### config.mk
export PLATFORM = sky130hd
export DESIGN_NAME = whm_front
export DESIGN_NICKNAME = d
export VERILOG_FILES = /design/src/whm_pkg.sv /design/src/whm_front.sv
export SDC_FILE = /design/constraint.sdc
export NUM_CORES = 1
export LEC_CHECK = 0
export ABC_AREA = 1
export BUFFER_PORTS_ARGS = -buffer_cell sky130_fd_sc_hd__buf_2
export CORE_UTILIZATION = 45
export DETAILED_ROUTE_END_ITERATION = 16
export PLACE_DENSITY = 0.66
export SLEW_MARGIN = 20
export SYNTH_ARGS = -nofsm -noshare
export SYNTH_HDL_FRONTEND = slang
export SYNTH_SLANG_ARGS = --single-unit
### constraint.sdc
create_clock -name clk_i -period 26.4 [get_ports clk_i]
set_clock_uncertainty 0.05 [all_clocks]
set_input_delay 2.64 -clock clk_i [delete_from_list [all_inputs] [get_ports clk_i]]
set_output_delay 2.64 -clock clk_i [all_outputs]
set_load 0.1 [all_outputs]
### src/whm_pkg.sv
`timescale 1ns / 1ps
package whm_pkg;

  // Command codes
  typedef enum logic [1:0] {
    CMD_ADD   = 2'd0,
    CMD_READ  = 2'd1,
    CMD_CLEAR = 2'd2,
    CMD_NOP   = 2'd3
  } cmd_e;

  // Store select codes
  typedef enum logic [1:0] {
    SEL_DURATION = 2'd0,
    SEL_SIZE     = 2'd1,
    SEL_AREA     = 2'd2,
    SEL_EXTENT   = 2'd3
  } sel_e;

  // Register indexes
  typedef enum logic [1:0] {
    REG_LATTICE = 2'd0,
    REG_WSIZE   = 2'd1,
    REG_WBASE   = 2'd2,
    REG_XLIMIT  = 2'd3
  } reg_idx_e;

  localparam int unsigned ADDR_W = 4;

  localparam logic [9:0]  LATTICE_RST = 10'd1000;
  localparam logic [16:0] WSIZE_RST   = 17'd65536;
  localparam logic [31:0] WBASE_RST   = 32'd0;
  localparam logic [11:0] XLIMIT_RST  = 12'd2000;

  typedef struct packed {
    logic [1:0]  command;
    logic [16:0] duration;
    logic [31:0] size_value;
    logic [31:0] area_value;
    logic [15:0] extent;
    logic [1:0]  hist_select;
    logic [15:0] bin_index;
  } in_word_t;

  typedef struct packed {
    logic [31:0] bin_count;
    logic [31:0] max_value;
    logic [31:0] sample_count;
    logic        size_beyond;
    logic        area_beyond;
    logic        range_error;
  } out_word_t;

  typedef struct packed {
    logic [9:0]  lattice_size;
    logic [16:0] window_size;
    logic [31:0] window_base;
    logic [11:0] x_limit;
  } cfg_t;

  // Classified word passed from front to back
  typedef struct packed {
    logic [1:0]  command;
    logic [1:0]  hist_select;
    logic [15:0] bin_index;
    logic [16:0] duration;
    logic [31:0] size_value;
    logic [31:0] area_value;
    logic [15:0] extent;
    logic [31:0] size_off;
    logic [31:0] area_off;
    logic        upd_base;
    logic        bump_size;
    logic        bump_area;
    logic        set_sb;
    logic        set_ab;
    logic        set_range;
    logic        rd_total;
    logic        rd_in;
  } item_t;

endpackage

### src/whm_front.sv
`timescale 1ns / 1ps
module whm_front import whm_pkg::*; #(
  parameter int unsigned DURATION_BINS = 1024,
  parameter int unsigned WINDOW_BINS   = 65536,
  parameter int unsigned EXTENT_BINS   = 2048
) (
  input  logic     clk_i,
  input  logic     rst_ni,
  input  cfg_t     cfg_i,
  input  logic     push_i,
  input  in_word_t word_i,
  output logic     full_o,
  output logic     valid_o,
  output item_t    item_o,
  input  logic     take_i
);

  localparam int unsigned DEPTH = 2;

  item_t       cls;
  logic [31:0] eff_w;
  logic [31:0] ws32;
  logic        d_ok, x_bad, base0, live;
  logic        s_ge, a_ge, s_in, a_in;
  logic        idx_in;

  item_t      fifo_q [DEPTH];
  logic       wptr_q, rptr_q;
  logic [1:0] cnt_q;
  logic       do_push, do_pop;

  // Classify the incoming word
  always_comb begin
    ws32   = 32'(cfg_i.window_size);
    eff_w  = (ws32 < 32'(WINDOW_BINS)) ? ws32 : 32'(WINDOW_BINS);
    base0  = (cfg_i.window_base == 32'd0);
    d_ok   = (word_i.duration != 17'd0) &&
             (word_i.duration <= 17'(cfg_i.lattice_size)) &&
             (32'(word_i.duration) < 32'(DURATION_BINS));
    x_bad  = (word_i.extent >= 16'(cfg_i.x_limit)) ||
             (32'(word_i.extent) >= 32'(EXTENT_BINS));
    live   = d_ok && !x_bad;

    cls.size_off = word_i.size_value - cfg_i.window_base;
    cls.area_off = word_i.area_value - cfg_i.window_base;
    s_ge   = word_i.size_value >= cfg_i.window_base;
    a_ge   = word_i.area_value >= cfg_i.window_base;
    s_in   = cls.size_off < eff_w;
    a_in   = cls.area_off < eff_w;

    unique case (sel_e'(word_i.hist_select))
      SEL_DURATION: idx_in = 32'(word_i.bin_index) < 32'(DURATION_BINS);
      SEL_SIZE,
      SEL_AREA:     idx_in = 32'(word_i.bin_index) < eff_w;
      SEL_EXTENT:   idx_in = 32'(word_i.bin_index) < 32'(EXTENT_BINS);
      default:      idx_in = 1'b0;
    endcase

    cls.command     = word_i.command;
    cls.hist_select = word_i.hist_select;
    cls.bin_index   = word_i.bin_index;
    cls.duration    = word_i.duration;
    cls.size_value  = word_i.size_value;
    cls.area_value  = word_i.area_value;
    cls.extent      = word_i.extent;
    cls.upd_base    = live && base0;
    cls.bump_size   = live && s_ge && s_in;
    cls.bump_area   = live && a_ge && a_in;
    cls.set_sb      = live && s_ge && !s_in;
    cls.set_ab      = live && a_ge && !a_in;
    cls.set_range   = d_ok && x_bad;
    cls.rd_total    = (word_i.bin_index == 16'd0) && base0;
    cls.rd_in       = idx_in;
  end

  // Two-entry queue toward the back end
  assign full_o  = (cnt_q == 2'(DEPTH));
  assign valid_o = (cnt_q != 2'd0);
  assign item_o  = fifo_q[rptr_q];
  assign do_push = push_i && !full_o;
  assign do_pop  = take_i && valid_o;

  always_ff @(posedge clk_i) begin
    if (do_push) begin
      fifo_q[wptr_q] <= cls;
    end
  end

  always_ff @(posedge clk_i or negedge rst_ni) begin
    if (!rst_ni) begin
      wptr_q <= 1'b0;
      rptr_q <= 1'b0;
      cnt_q  <= 2'd0;
    end else begin
      if (do_push) wptr_q <= ~wptr_q;
      if (do_pop)  rptr_q <= ~rptr_q;
      if (do_push && !do_pop) begin
        cnt_q <= cnt_q + 2'd1;
      end else if (do_pop && !do_push) begin
        cnt_q <= cnt_q - 2'd1;
      end
    end
  end

endmodule

# --- Word level (Yosys, flattened, before mapping) ---
# Memories as Yosys holds them, arrays and structs flattened.
# Cells that the tools add are included.
# W data, S select, Z words.
op_classes:
  addsub: 4
  order_cmp: 12
  eq_ne: 4
  muxes: 6
  n_bitwise: 2
  reduce_logical: 30
op_table:
  columns: ["operator", "n"]
  rows:
  - ["$ge A32 B32 Y1", 2]
  - ["$lt A32 B17 Y1", 2]
  - ["$sub A32 B32 Y32", 2]
  - ["$logic_not A32 Y1", 1]
  - ["$le A17 B10 Y1", 1]
  - ["$lt A16 B17 Y1", 1]
  - ["$lt A17 B11 Y1 const B", 1]
  - ["$lt A17 B17 Y1 const B", 1]
  - ["$mux W17", 1]
  - ["$reduce_bool A17 Y1", 1]
  - ["$ge A16 B12 Y1", 1]
  - ["$ge A16 B12 Y1 const B", 1]
  - ["$logic_and A1 B1 Y1", 16]
  - ["$logic_not A16 Y1", 1]
  - ["$lt A16 B11 Y1 const B", 1]
  - ["$lt A16 B12 Y1 const B", 1]
  - ["$eq A2 B2 Y1 const B", 3]
  - ["$logic_not A1 Y1", 6]
  - ["$mux W2", 2]
  - ["$reduce_bool A2 Y1", 2]
  - ["$pmux W1 S3", 1]
  - ["$add A2 B1 Y2 const B", 1]
  - ["$eq A2 B1 Y1 const B", 1]
  - ["$logic_not A2 Y1", 1]
  - ["5 further kinds", 7]
word_totals:
  ff_bits: 4
  ramBits: 378
  out_inout_bits: 191
  n_memories: 1
memory_table:
  columns: ["memory", "depth", "width", "read_ports", "rd_clocked_by_memory_dff", "wr", "line_no", "source"]
  rows:
  - ["fifo_q", 2, 189, 1, 0, 1, "whm_front.sv:27", "item_t fifo_q [DEPTH];"]

# --- Longest topological paths before layout ---
depth:
  ltp_word: 7
  ltp_mapped: 21
  mapped_depth_nobuf: 21

# --- Worst setup path before layout ---
# OpenSTA, ideal clock, no wires.
synth_path:
  kind: "in2reg"
  startpoint: "in push_i"
  endpoint: "mem fifo_q[1][0] (netlist bit), enable pin"
  setup_ps: 743
  arrival_ps: 10639
  slack_ps: 14968
  cell_stages: 2
  path_buffers: 0
  cell_sequence: "o21ai_0 -> nor2_1"
synth_via:
  elab_chain_cells: 3
synth_lines:
  columns: ["item", "line_no", "source"]
  rows:
  - ["start: declaration", "whm_front.sv:10", "input logic push_i,"]
  - ["$logic_and A1 B1 Y1", "whm_front.sv:80", "assign do_push = push_i && !full_o;"]
  - ["$mux W1", "whm_front.sv:84", "if (do_push) begin"]
  - ["$mux W1 (implied by the code)", "whm_front.sv:85", "fifo_q[wptr_q] <= cls;"]
  - ["end: declaration", "whm_front.sv:27", null]
# No other way between the ends.

==> summary.txt <==
Yosys
  • Cells after synthesis: ~2400
  • Main flop type after synthesis: edfxtp_1
  • Synth area leaders: edfxtp_1 (54%), nand2_1 (19%), ha_1 (8.0%)
  • Post-synthesis sequential area ratio: between 50% and 60%
  • Mapped cell area: around 21000 um2
  • Synth Warn #: 0
  • Netlist cell types: between 40 and 50
  • Synth top area share: between 50% and 60%
  • Syn_area_per_cell: ~8.8 um2
  • Share of flip-flops with an asynchronous set or reset: under 10%
  • EDFF count, synth: 378
  • Post-Syn Nets: between 2000 and 3000
  • Synth area leader: edfxtp_1
  • Most frequent cells after synthesis: nand2_1 (1071), edfxtp_1 (378), inv_1 (306)
  • Most numerous cell in the Yosys netlist: nand2_1
  • Synth Register Bits: 382

Place
  • DPL Wire Length: 48.9 mm
  • Pre-CTS setup slack: approximately 20000 ps
  • Gp weighted congestion: around 1.0
  • Port buffer count: ~380
  • Dpl cell area: around 24000 um2

Worst setup path
  • Worst Path Arrival: about 3600 ps
  • Critical-path cell list: inv_6 > buf_4 > buf_16 > nand2_1 > nand2_1 > buf_2
  • WP buf/inv: 4
  • Setup crit start kind: register
  • Most frequent CP cell: nand2_1
  • Max incr delay on CP: between 700 and 800 ps
  • Crit. End Element: output port
  • Kind of critical path: reg2out
  • CP max-delay cell: dfrtp_4
  • CP Data Required Time: approximately 24000 ps
  • Crit Path Max Fanout: 95
  • Delay-heaviest family, CP: buffers and inverters

Timing
  • Worst-Margin Slew: slightly below 1000 ps
  • Tmin final: around 6300 ps
  • Endpoints failing setup: 0
  • Fmax: 0.159 GHz
  • Final Hold Fails: 0
  • Max-slew violations: 0
  • Slew Limit Headroom: about a third
  • Unrepaired setup endpoints after global routing: no
  • Fin crit share: between 20% and 30%
  • Fin Setup TNS: 0 ps
  • Setup WS post-layout: approximately 20000 ps

CTS
  • H-Tree Depth: 2
  • Clock sinks: around 380
  • Postcts setup bufs: 0
  • Clk_lat worst skew: 550 ps
  • Clock-pin transition on the worst setup and hold timing paths: about 60 ps
  • Hold_buf cts: 0
  • CTS root buffer: clkbuf_16
  • CTS tree: yes
  • CTS buffer count: between 40 and 50
  • Resized Gates After CTS: 0
  • CTS max path bufs: 3

Layout
  • Area added between synthesis and finish: 18.6%
  • Layout net count: 3133
  • Layout Utilization: between 50% and 60%
  • Post-route cell area: 25100 um2
  • Number of antenna diodes: 0
  • Share of layout cells above drive strength 1: 18.9%

Floorplan
  • Starting Density: a little under half
  • Die Area: roughly 48000 um2
  • # rows: 79
  • Core box area: ~46000 um2
  • # IOs: roughly 380
  • Die Wd: approximately 220 um
  • Die Y: roughly 220 um

Status
  • Status: finished, final reports clean

Drt
  • Via count: ~17000
  • Post-Route WL: around 63 mm
  • Routed len/inst: around 18 um
  • DRT iter0 DRCs: about 1200
  • Vias per std cell: 5.08
  • Pre-Repair DR Iteration Count: 5
  • Antenna Nets Post-Route: 0
  • Residual DRC count: 0

Global routing
  • Antenna violations before repair: 2
  • Global-route wire length before repair: roughly 94 mm
  • Total grt overflow: 0
  • Pin count of the biggest net entering global routing: between 90 and 100
  • Number of global-route vias before repair: 16800
  • GRT Util Overall: 26.1%

Flow run
  • Max_cap viols: 0

Min path
  • HP Class: reg2reg
path summary, 6_finish.rpt:
kind	from	to	slack [ps]	cells after the start
min in group asynchronous	rst_ni	cnt_q[0]	1830	1
worst min-delay path	cnt_q[0]	cnt_q[0]	470	1
worst max-delay path	rptr_q	item_o[71]	20120	6
worst max register to register	cnt_q[1]	fifo_q[1][31]	23470	5
worst min register to register	cnt_q[0]	cnt_q[0]	470	1
max in group asynchronous	rst_ni	rptr_q	24330	1
stage by stage:
step	instances	hold slack (ps)
after floorplan	2411	432
after global placement	3366	453
after detailed placement	3366	456
after CTS	3436	466
after global routing	3437	488
final	3437	473
cell families after synthesis:
family / Yosys count / share of synthesized area, %
simple gates: 1376 / 26.7
fa+ha+maj: 138 / 8.23
compound gates: 119 / 3.19
flops: 382 / 54.1
xor+xnor: 33 / 1.36
buf+inv: 363 / 6.43
flip-flops by register name, summed over array words and instances, names as in the netlist:
signal / cells
fifo_q: 378
cnt_q: 2
wptr_q: 1
rptr_q: 1
metal layers:
layer	track usage [%]	vias to the layer above	part of all wire (%)	wire, um
met1	34.1	8219	43	27200
met5	0	-	0.019	12
met4	9.21	2	3.0	1860
li1	-	8593	-	-
met2	44.4	555	48	30500
met3	3.62	102	5.6	3540
placed cells by master, fill, tap and decap left out, types with 4 or more instances in the layout:
cell type and count:
nand3_1 61, inv_1 306, nor2_4 4, nand3b_1 6, inv_2 13, nand3_2 10
nor3_2 5, buf_2 382, clkbuf_16 42, nand4_1 29, nor2_1 107, nor4_1 13
o21bai_1 7, bufinv_16 4, nor2_2 18, nand2_2 22, nor3_1 16, a21oi_1 73
ha_1 136, and2_1 7, edfxtp_1 378, clkbuf_1 6, o21ai_0 17, buf_4 9
xor2_1 31, nand2_1 1071, clkinv_2 11
layout make-up:
class                      instances  area (um2)
multi-input combinational       1666        8380
clock buffer                      48        1070
inverter                         320        1210
sequential                       382       11500
fill                            4303       21400
tap                              607         759
clock inverter                    22         226
timing repair buffer             392        2010
Power is not shown: default switching activity piles up to over one toggle a cycle in this logic, so the estimate is an artifact.
